$ cat config.mk
export PLATFORM = sky130hd
export DESIGN_NAME = broadcast_ring_record_writer_top
export DESIGN_NICKNAME = d
export VERILOG_FILES = /design/src/rtl/brw_pkg.sv /design/src/rtl/brw_front.sv /design/src/rtl/brw_queue.sv /design/src/rtl/brw_back.sv /design/src/rtl/broadcast_ring_record_writer_top.sv
export SDC_FILE = /design/constraint.sdc
export NUM_CORES = 2
export LEC_CHECK = 0
export BUFFER_PORTS_ARGS = -buffer_cell sky130_fd_sc_hd__buf_2
export CORE_MARGIN = 4
export CORE_UTILIZATION = 50
export CTS_CLUSTER_SIZE = 12
export DETAILED_ROUTE_END_ITERATION = 8
export PLACE_DENSITY = 0.69
export SLEW_MARGIN = 30
export SYNTH_ARGS = -nofsm -noshare
export SYNTH_HDL_FRONTEND = slang
export SYNTH_HIERARCHICAL = 1
export SYNTH_SLANG_ARGS = --single-unit
$ cat constraint.sdc
create_clock -name i_clk -period 8.9 [get_ports i_clk]
set_input_delay 1.78 -clock i_clk [delete_from_list [all_inputs] [get_ports i_clk]]
set_output_delay 1.78 -clock i_clk [all_outputs]
set_load 0.005 [all_outputs]
$ cat src/rtl/brw_pkg.sv
package brw_pkg;

    localparam int MAX_CAPACITY_LOG2_DEF = 16;
    localparam int QUEUE_DEPTH_DEF       = 4;
    localparam int CFG_INDEX_W           = 2;
    localparam int CFG_DATA_W            = 32;

    // configuration register indexes
    localparam logic [CFG_INDEX_W-1:0] CFG_CAPACITY_LOG2  = 2'd0;
    localparam logic [CFG_INDEX_W-1:0] CFG_MAX_MSG_LENGTH = 2'd1;
    localparam logic [CFG_INDEX_W-1:0] CFG_PADDING_TYPE   = 2'd2;

    localparam logic [4:0]  CAPACITY_LOG2_RST  = 5'd16;
    localparam logic [13:0] MAX_MSG_LENGTH_RST = 14'd8192;
    localparam logic [31:0] PADDING_TYPE_RST   = 32'hFFFF_FFFF;

    localparam int MIN_CAPACITY_LOG2 = 6;
    localparam int HDR_LEN           = 8;

    // write targets
    localparam logic [1:0] TGT_DATA   = 2'd0;
    localparam logic [1:0] TGT_INTENT = 2'd1;
    localparam logic [1:0] TGT_LATEST = 2'd2;
    localparam logic [1:0] TGT_TAIL   = 2'd3;

    localparam logic [3:0] FULL_WORD_BYTES = 4'd8;

    typedef enum logic [1:0] {
        CMD_ERR   = 2'd0,
        CMD_START = 2'd1,
        CMD_DATA  = 2'd2
    } t_cmd_op;

    typedef struct packed {
        logic               kind;
        logic signed [31:0] type_id;
        logic [15:0]        msg_length;
        logic [63:0]        payload_word;
    } t_in;

    typedef struct packed {
        logic [1:0]  write_target;
        logic [15:0] write_offset;
        logic [63:0] write_value;
        logic [3:0]  valid_bytes;
        logic        error;
        logic        last;
    } t_out;

    // one classified item, expanded into writes by the back end
    typedef struct packed {
        t_cmd_op     op;
        logic        wrap;
        logic        publish;
        logic [15:0] pad_offset;
        logic [63:0] pad_value;
        logic [15:0] data_offset;
        logic [63:0] data_value;
        logic [3:0]  data_bytes;
        logic [63:0] record_start;
        logic [63:0] next_tail;
    } t_cmd;

endpackage

$ cat src/rtl/brw_front.sv
module brw_front #(
    parameter int MAX_CAPACITY_LOG2 = brw_pkg::MAX_CAPACITY_LOG2_DEF
) (
    input  logic                            i_clk,
    input  logic                            i_rst_n,
    input  logic                            i_cfg_valid,
    input  logic [brw_pkg::CFG_INDEX_W-1:0] i_cfg_index,
    input  logic [brw_pkg::CFG_DATA_W-1:0]  i_cfg_data,
    input  logic                            i_in_valid,
    output logic                            o_in_ready,
    input  brw_pkg::t_in                    i_in_data,
    input  logic                            i_q_full,
    output logic                            o_q_push,
    output brw_pkg::t_cmd                   o_q_cmd
);
    localparam int CW   = MAX_CAPACITY_LOG2 + 1;
    localparam int AL_W = 17;
    localparam int CMPW = (CW > AL_W) ? CW : AL_W;

    logic [4:0]  r_capacity_log2;
    logic [13:0] r_max_len;
    logic [31:0] r_pad_type;

    logic [63:0] r_tail_count, n_tail_count;
    logic [63:0] r_record_start, n_record_start;
    logic [63:0] r_next_tail, n_next_tail;
    logic [15:0] r_write_ptr, n_write_ptr;
    logic [15:0] r_bytes_left, n_bytes_left;
    logic        r_msg_open, n_msg_open;

    logic [4:0]      lg;
    logic [CW-1:0]   cap;
    logic [CW-1:0]   mask;
    logic [CW-1:0]   off;
    logic [CW-1:0]   to_end;
    logic [63:0]     base;
    logic [AL_W-1:0] rec_len;
    logic [AL_W-1:0] aligned;
    logic [CMPW:0]   cap_plus_al;
    logic [63:0]     tail_nowrap;
    logic [63:0]     start_wrap;
    logic [63:0]     tail_wrap;
    logic            bad_type;
    logic            reject;
    logic            wrap;
    logic [15:0]     hdr_off;
    logic [63:0]     new_start;
    logic [63:0]     end_tail;
    logic [3:0]      nb;
    logic [63:0]     masked_word;
    logic            last_word;
    logic            accept;
    brw_pkg::t_cmd   cmd;

    assign o_in_ready = !i_q_full;
    assign accept     = i_in_valid && !i_q_full;

    always_comb begin
        if (r_capacity_log2 < 5'(brw_pkg::MIN_CAPACITY_LOG2)) begin
            lg = 5'(brw_pkg::MIN_CAPACITY_LOG2);
        end else if (r_capacity_log2 > 5'(MAX_CAPACITY_LOG2)) begin
            lg = 5'(MAX_CAPACITY_LOG2);
        end else begin
            lg = r_capacity_log2;
        end
    end

    assign cap     = CW'(1) << lg;
    assign mask    = cap - CW'(1);
    assign off     = r_tail_count[CW-1:0] & mask;
    assign to_end  = cap - off;
    assign base    = r_tail_count & ~(64'(mask));
    assign rec_len = AL_W'(i_in_data.msg_length) + AL_W'(brw_pkg::HDR_LEN);
    assign aligned = (rec_len + AL_W'(7)) & ~AL_W'(7);

    assign cap_plus_al = (CMPW+1)'(cap) + (CMPW+1)'(aligned);
    assign tail_nowrap = r_tail_count + 64'(aligned);
    assign start_wrap  = base + 64'(cap);
    assign tail_wrap   = base + 64'(cap_plus_al);

    assign bad_type = i_in_data.type_id[31] || (i_in_data.type_id == 32'sd0);
    assign reject   = (i_in_data.msg_length > {2'b00, r_max_len}) || bad_type
                   || (CMPW'(aligned) > CMPW'(cap));
    assign wrap     = CMPW'(to_end) < CMPW'(aligned);

    assign hdr_off   = wrap ? 16'd0 : 16'(off);
    assign new_start = wrap ? start_wrap : r_tail_count;
    assign end_tail  = wrap ? tail_wrap : tail_nowrap;

    // payload word: only the bytes still due are kept
    assign nb        = (r_bytes_left < 16'd8) ? r_bytes_left[3:0] : brw_pkg::FULL_WORD_BYTES;
    assign last_word = r_bytes_left <= 16'd8;

    always_comb begin
        for (int i = 0; i < 8; i++) begin
            masked_word[i*8 +: 8] = (4'(i) < nb) ? i_in_data.payload_word[i*8 +: 8] : 8'd0;
        end
    end

    always_comb begin
        cmd              = '0;
        cmd.op           = brw_pkg::CMD_ERR;
        n_tail_count     = r_tail_count;
        n_record_start   = r_record_start;
        n_next_tail      = r_next_tail;
        n_write_ptr      = r_write_ptr;
        n_bytes_left     = r_bytes_left;
        n_msg_open       = r_msg_open;
        if (!i_in_data.kind) begin
            if (!reject) begin
                cmd.op           = brw_pkg::CMD_START;
                cmd.wrap         = wrap;
                cmd.publish      = (i_in_data.msg_length == 16'd0);
                cmd.pad_offset   = 16'(off);
                cmd.pad_value    = {r_pad_type, 32'(to_end)};
                cmd.data_offset  = hdr_off;
                cmd.data_value   = {i_in_data.type_id, 15'd0, rec_len};
                cmd.data_bytes   = brw_pkg::FULL_WORD_BYTES;
                cmd.record_start = new_start;
                cmd.next_tail    = end_tail;
                n_record_start   = new_start;
                n_next_tail      = end_tail;
                n_write_ptr      = hdr_off + 16'(brw_pkg::HDR_LEN);
                n_bytes_left     = i_in_data.msg_length;
                n_msg_open       = 1'b1;
                if (i_in_data.msg_length == 16'd0) begin
                    // empty message is published at once
                    n_tail_count = end_tail;
                    n_msg_open   = 1'b0;
                end
            end
        end else if (r_msg_open) begin
            cmd.op           = brw_pkg::CMD_DATA;
            cmd.publish      = last_word;
            cmd.data_offset  = r_write_ptr;
            cmd.data_value   = masked_word;
            cmd.data_bytes   = nb;
            cmd.record_start = r_record_start;
            cmd.next_tail    = r_next_tail;
            n_write_ptr      = r_write_ptr + 16'd8;
            n_bytes_left     = r_bytes_left - 16'(nb);
            if (last_word) begin
                n_tail_count = r_next_tail;
                n_msg_open   = 1'b0;
            end
        end
    end

    assign o_q_push = accept;
    assign o_q_cmd  = cmd;

    always_ff @(posedge i_clk) begin
        if (!i_rst_n) begin
            r_capacity_log2 <= brw_pkg::CAPACITY_LOG2_RST;
            r_max_len       <= brw_pkg::MAX_MSG_LENGTH_RST;
            r_pad_type      <= brw_pkg::PADDING_TYPE_RST;
        end else if (i_cfg_valid) begin
            case (i_cfg_index)
                brw_pkg::CFG_CAPACITY_LOG2:  r_capacity_log2 <= i_cfg_data[4:0];
                brw_pkg::CFG_MAX_MSG_LENGTH: r_max_len       <= i_cfg_data[13:0];
                brw_pkg::CFG_PADDING_TYPE:   r_pad_type      <= i_cfg_data[31:0];
                default: ;
            endcase
        end
    end

    always_ff @(posedge i_clk) begin
        if (!i_rst_n) begin
            r_tail_count   <= '0;
            r_record_start <= '0;
            r_next_tail    <= '0;
            r_write_ptr    <= '0;
            r_bytes_left   <= '0;
            r_msg_open     <= 1'b0;
        end else if (accept) begin
            r_tail_count   <= n_tail_count;
            r_record_start <= n_record_start;
            r_next_tail    <= n_next_tail;
            r_write_ptr    <= n_write_ptr;
            r_bytes_left   <= n_bytes_left;
            r_msg_open     <= n_msg_open;
        end
    end

endmodule

$ cat src/rtl/brw_queue.sv
module brw_queue #(
    parameter int DEPTH = brw_pkg::QUEUE_DEPTH_DEF
) (
    input  logic          i_clk,
    input  logic          i_rst_n,
    input  logic          i_push,
    input  brw_pkg::t_cmd i_cmd,
    output logic          o_full,
    input  logic          i_pop,
    output brw_pkg::t_cmd o_head,
    output logic          o_empty
);
    localparam int AW = (DEPTH > 1) ? $clog2(DEPTH) : 1;

    brw_pkg::t_cmd  r_mem [DEPTH];
    logic [AW-1:0]  r_wr;
    logic [AW-1:0]  r_rd;
    logic [AW:0]    r_count;

    assign o_full  = r_count == (AW+1)'(DEPTH);
    assign o_empty = r_count == '0;
    assign o_head  = r_mem[r_rd];

    always_ff @(posedge i_clk) begin
        if (i_push) begin
            r_mem[r_wr] <= i_cmd;
        end
    end

    always_ff @(posedge i_clk) begin
        if (!i_rst_n) begin
            r_wr    <= '0;
            r_rd    <= '0;
            r_count <= '0;
        end else begin
            if (i_push) begin
                r_wr <= (r_wr == AW'(DEPTH - 1)) ? '0 : r_wr + AW'(1);
            end
            if (i_pop) begin
                r_rd <= (r_rd == AW'(DEPTH - 1)) ? '0 : r_rd + AW'(1);
            end
            case ({i_push, i_pop})
                2'b10:   r_count <= r_count + (AW+1)'(1);
                2'b01:   r_count <= r_count - (AW+1)'(1);
                default: r_count <= r_count;
            endcase
        end
    end

endmodule

$ cat src/rtl/brw_back.sv
module brw_back (
    input  logic          i_clk,
    input  logic          i_rst_n,
    input  brw_pkg::t_cmd i_head,
    input  logic          i_empty,
    output logic          o_pop,
    output logic          o_res_valid,
    input  logic          i_res_ready,
    output brw_pkg::t_out o_res_data
);
    typedef enum logic [6:0] {
        S_FIRST  = 7'b0000001,
        S_INTENT = 7'b0000010,
        S_PAD    = 7'b0000100,
        S_DATA   = 7'b0001000,
        S_LATEST = 7'b0010000,
        S_TAIL   = 7'b0100000,
        S_ERR    = 7'b1000000
    } t_step;

    t_step          r_step;
    t_step          cur;
    t_step          nxt;
    logic           done;
    logic           adv;
    brw_pkg::t_out  res;
    brw_pkg::t_out  r_res;
    logic           r_res_valid;

    assign adv = !i_empty && (!r_res_valid || i_res_ready);

    always_comb begin
        if (r_step == S_FIRST) begin
            case (i_head.op)
                brw_pkg::CMD_START: cur = S_INTENT;
                brw_pkg::CMD_DATA:  cur = S_DATA;
                default:            cur = S_ERR;
            endcase
        end else begin
            cur = r_step;
        end
    end

    always_comb begin
        res  = '0;
        nxt  = S_FIRST;
        done = 1'b0;
        case (cur)
            S_INTENT: begin
                res.write_target = brw_pkg::TGT_INTENT;
                res.write_value  = i_head.next_tail;
                res.valid_bytes  = brw_pkg::FULL_WORD_BYTES;
                nxt              = i_head.wrap ? S_PAD : S_DATA;
            end
            S_PAD: begin
                res.write_target = brw_pkg::TGT_DATA;
                res.write_offset = i_head.pad_offset;
                res.write_value  = i_head.pad_value;
                res.valid_bytes  = brw_pkg::FULL_WORD_BYTES;
                nxt              = S_DATA;
            end
            S_DATA: begin
                res.write_target = brw_pkg::TGT_DATA;
                res.write_offset = i_head.data_offset;
                res.write_value  = i_head.data_value;
                res.valid_bytes  = i_head.data_bytes;
                nxt              = S_LATEST;
                done             = !i_head.publish;
            end
            S_LATEST: begin
                res.write_target = brw_pkg::TGT_LATEST;
                res.write_value  = i_head.record_start;
                res.valid_bytes  = brw_pkg::FULL_WORD_BYTES;
                nxt              = S_TAIL;
            end
            S_TAIL: begin
                res.write_target = brw_pkg::TGT_TAIL;
                res.write_value  = i_head.next_tail;
                res.valid_bytes  = brw_pkg::FULL_WORD_BYTES;
                done             = 1'b1;
            end
            default: begin
                // rejected start or stray payload
                res.error = 1'b1;
                done      = 1'b1;
            end
        endcase
        res.last = done;
    end

    assign o_pop       = adv && done;
    assign o_res_valid = r_res_valid;
    assign o_res_data  = r_res;

    always_ff @(posedge i_clk) begin
        if (adv) begin
            r_res <= res;
        end
    end

    always_ff @(posedge i_clk) begin
        if (!i_rst_n) begin
            r_step      <= S_FIRST;
            r_res_valid <= 1'b0;
        end else if (adv) begin
            r_step      <= done ? S_FIRST : nxt;
            r_res_valid <= 1'b1;
        end else if (i_res_ready) begin
            r_res_valid <= 1'b0;
        end
    end

endmodule

$ cat src/rtl/broadcast_ring_record_writer_top.sv
// first write of an item is registered in the command queue, then in the result register
// throughput: one write per cycle while i_res_ready holds; payload items give one write
// (three closing a message), start items one to five; one result register in the back end
// a command queue, 4 entries by default, lets input transfers continue while writes drain
// reset: synchronous active-low i_rst_n clears ring state and queue, loads register defaults
module broadcast_ring_record_writer_top #(
    parameter int MAX_CAPACITY_LOG2 = brw_pkg::MAX_CAPACITY_LOG2_DEF,
    parameter int QUEUE_DEPTH       = brw_pkg::QUEUE_DEPTH_DEF
) (
    input  logic                            i_clk,
    input  logic                            i_rst_n,
    input  logic                            i_cfg_valid,
    output logic                            o_cfg_ready,
    input  logic [brw_pkg::CFG_INDEX_W-1:0] i_cfg_index,
    input  logic [brw_pkg::CFG_DATA_W-1:0]  i_cfg_data,
    input  logic                            i_in_valid,
    output logic                            o_in_ready,
    input  brw_pkg::t_in                    i_in_data,
    output logic                            o_res_valid,
    input  logic                            i_res_ready,
    output brw_pkg::t_out                   o_res_data
);
    logic          q_full;
    logic          q_push;
    brw_pkg::t_cmd q_cmd;
    logic          q_pop;
    brw_pkg::t_cmd q_head;
    logic          q_empty;

    assign o_cfg_ready = 1'b1;

    brw_front #(
        .MAX_CAPACITY_LOG2 (MAX_CAPACITY_LOG2)
    ) u_front (
        .i_clk       (i_clk),
        .i_rst_n     (i_rst_n),
        .i_cfg_valid (i_cfg_valid),
        .i_cfg_index (i_cfg_index),
        .i_cfg_data  (i_cfg_data),
        .i_in_valid  (i_in_valid),
        .o_in_ready  (o_in_ready),
        .i_in_data   (i_in_data),
        .i_q_full    (q_full),
        .o_q_push    (q_push),
        .o_q_cmd     (q_cmd)
    );

    brw_queue #(
        .DEPTH (QUEUE_DEPTH)
    ) u_queue (
        .i_clk   (i_clk),
        .i_rst_n (i_rst_n),
        .i_push  (q_push),
        .i_cmd   (q_cmd),
        .o_full  (q_full),
        .i_pop   (q_pop),
        .o_head  (q_head),
        .o_empty (q_empty)
    );

    brw_back u_back (
        .i_clk       (i_clk),
        .i_rst_n     (i_rst_n),
        .i_head      (q_head),
        .i_empty     (q_empty),
        .o_pop       (q_pop),
        .o_res_valid (o_res_valid),
        .i_res_ready (i_res_ready),
        .o_res_data  (o_res_data)
    );

endmodule

==> results.toml <==
[routing]
drc = 0
drt_wl_total_mm = 190
routed_via_density = 6.19
avgRoutedWirePerCell_um = 26.6
drt_iter0_markers = 4864
via_count = 44300
postRouteAntennaNets = 0
dr.pass1.iters = 6

[power_and_ir_drop]
power_switching_mw = 4.98
p_leak_nw = 25.7
clock_power_share = 0.341
powerDensity_nw_per_um2 = 243
peakVddDrop_v = 0.000243
switching_share = 0.266
p_comb_frac = 0.180
p_seq_frac = 0.479
power.internal_mw = 13.8

[global_route]
antenna_found_initial = 11
globalRouteOverflowTotal = 0
grt_pass1_vias = 43000
grt_pass1_wl_mm = 281
grt_max_degree = 145
grt_util_all_layers = 0.256

[synthesis]
synth-async-reset-ratio = 0
synth_cells = 5011
synthSimpleGateAreaFrac = 0.0964
synth_top_family_by_area = "multiplexers"
netlist_area_um2 = 69700
synth_compound_area_frac = 0.0957
yosysUniqueCellTypes = 110
ys.flop_type = "edfxtp_1"
postSynthAreaPerCell_um2 = 13.9
synthXorXnorAreaFrac = 0.0211
synthAdderAreaFrac = 0.0219
ys_ff_latch = 1561
muxShareOfSynthArea = 0.101
synth_warnings = 6
synth-edff-count = 1272
ys_seq_area_frac = 0.631

[worst_setup_path]
crit_path_cell_trace = "buf_2 -> inv_1 -> ha_1 -> nor4_1 -> nand3_1 -> nor3_1 -> nor3b_1 -> nor3b_1 -> xnor2_1 -> fa_1 -> ha_1 -> a21o_1 -> a21o_1 -> a21oi_1 -> o21bai_1 -> a221oi_4 -> nor4_4 -> and4_1 -> xnor2_1 -> o21ai_0"
worst_path_max_delay_cell = "nor4_4"
timing.rr.start = "u_front/r_tail_count[1]$_SDFFE_PN0P_"
timing.rr.end = "u_queue/r_mem[0][103]$_DFFE_PP_"
arrival_ps = 7850
cpPeakStageDelay_ps = 800
reg2regPathDepth = 21
critPathLaunchType = "primary input"
path_max_fanout = 9
cp.required_ps = 9440
cp-end-kind = "register"
critPathKind = "in -> reg"
rrSetupSlack_ps = 1770
crit_path_start = "i_in_data[67]"

[sta]
drv_slew = 0
rsz0062_at_grt = "no"
finalHoldViolations = 0
skew_ps = 68.2
fin_setup_tns_ps = 0
slew_headroom = 0.230
tightest_slew_ps = 1150
fmax_mhz = 137
finalSetupViolCount = 0
fin_crit_sh = 0.821
min_period_ps = 7310
finalWorstSetupSlack_ps = 1590

[place]
gp_congestion = 0.973
place_ws_ps = 1040
io_buffers = 241
place_area_um2 = 72200
dpl.hpwl_mm = 122

[min_path]
hold_path_end = "u_front/r_bytes_left[15]$_SDFFE_PN0P_"
min_from = "u_front/r_bytes_left[15]$_SDFFE_PN0P_"
hold_class = "reg -> reg"
hold_depth = 2

[layout]
stdcell_area_um2 = 77300
final_util = 0.560
syn2layout_area_growth_pct = 10.9
final_nets = 5425
layout-drive-gt1-share = 0.176

[floorplan]
fp.dieArea_um2 = 145000
fp.dieW_um = 381
rows = 136
die_h_um = 381
core_um2 = 138000
pin_count = 243
start_util = 0.505

[cts]
clock_path_buffers = 3
clock_latency_ps = 820
hold_buffers = 0
cts.root.buffer_cell = "clkbuf_16"
cts_resized = 0
clkSlewWorstSetupHoldPaths_ps = 60
cts_tree = "built"
cts_setup_buffers = 0
htree_num_levels = 4
cts_buffers = 159
clock-sinks = 1561

[run_status]
status = "finished, final reports clean"

[flow_run]
max_cap_viol_count = 0
[metal layers]
layer,share of wire,track usage,up-vias
li1,-,-,19600
met1,0.41,0.354,22400
met2,0.48,0.406,1939
met3,0.076,0.0459,354
met4,0.042,0.104,2
met5,0.000095,0,-
[kinds of logic (layout without fill, tap and decap cells)]
family                   Yosys count  in the layout
flip-flops                      1561           1561
adder cells (fa/ha/maj)          116            116
buffers and inverters            454            696
other                              3             43
AND/OR/NAND/NOR                 1423           1423
multiplexers                     331            331
AO/OA/AOI/OAI                    956            956
XOR/XNOR                         167            167
[power by group through the flow]
| stage | combinational [mW] | clock, mW | sequential (mW) |
|---|---|---|---|
| 2_1_floorplan | 2.35 | 0 | 9.15 |
| 3_3_place_gp | 3.38 | 0 | 9.10 |
| 3_5_place_dp | 3.40 | 0 | 9.13 |
| 4_1_cts | 3.42 | 6.52 | 8.98 |
| 5_1_grt | 3.62 | 6.83 | 9.04 |
| 6_report | 3.38 | 6.40 | 8.98 |
[critical path, delay by kind of cell]
kind	cells	cell delay [ps]
compound gates	6	1110
buf+inv	2	300
xor+xnor	2	460
fa+ha+maj	3	1270
simple gates	7	2910
[metrics by stage]
stage	hold WS, ps	std cells	total power, mW
after global placement	426	6857	12.5
after floorplan	412	5041	11.5
final	440	7156	18.7
after detailed placement	427	6858	12.5
after global routing	459	7147	19.5
after CTS	438	7145	18.9
[worst max-delay path by stage]
| stage | endpoint |
|---|---|
| after floorplan | u_front/r_write_ptr[15]$_SDFFE_PN0P_ |
| after global placement | u_queue/r_mem[0][133]$_DFFE_PP_ |
| after detailed placement | u_queue/r_mem[3][55]$_DFFE_PP_ |
| after CTS | u_queue/r_mem[1][55]$_DFFE_PP_ |
| after global routing | u_queue/r_mem[2][21]$_DFFE_PP_ |
| final | u_queue/r_mem[3][53]$_DFFE_PP_ |
[area by class of cell]
class                      count  area [µm²]
timing repair buffer         324        1950
multi-input combinational   3026       23700
clock buffer                 249        4490
sequential                  1561       44000
inverter                      85         332
antenna                       10        25.0
clock inverter                38         489
tap                         1863        2330
fill                       11000       60700
[cells in the mapped netlist, drive strengths merged (101+ instances only)]
cell	count	area, µm²
mux4	296	6670
a211oi	111	898
clkbuf	172	648
nand2	581	2190
nand3	137	686
dfxtp	289	5790
and2	101	633
ha	106	1330
o21ai	274	1380
edfxtp	1272	38200
buf	197	1290
nor2	287	1100
a21oi	165	837
[registers in the layout, indices dropped and copies added (netlist names), named ones only]
| name | cells |
|---|---|
| u_queue/r_rd | 2 |
| u_back/o_res_valid | 1 |
| u_front/r_pad_type | 32 |
| u_front/r_capacity_log2 | 5 |
| u_front/r_write_ptr | 16 |
| u_front/r_max_len | 14 |
| u_queue/r_wr | 2 |
| u_queue/r_count | 3 |
| u_front/r_record_start | 64 |
| u_front/r_msg_open | 1 |
| u_back/o_res_data | 88 |
| u_front/r_tail_count | 64 |
| u_back/r_step | 5 |
| u_queue/r_mem | 1184 |
| u_front/r_next_tail | 62 |
| u_front/r_bytes_left | 16 |
[cells in the final DEF, fill, tap and decap left out, drive strengths merged, types with 76 or more instances in the layout]
| cell | instances |
|---|---|
| a211oi | 111 |
| a21oi | 165 |
| and2 | 101 |
| buf | 324 |
| clkbuf | 249 |
| dfxtp | 289 |
| edfxtp | 1272 |
| ha | 106 |
| inv | 91 |
| mux4 | 296 |
| nand2 | 581 |
| nand3 | 137 |
| nor2 | 287 |
| nor3 | 76 |
| o21ai | 274 |
| xnor2 | 96 |
No activity file was read; power rests on OpenSTA's default activity.
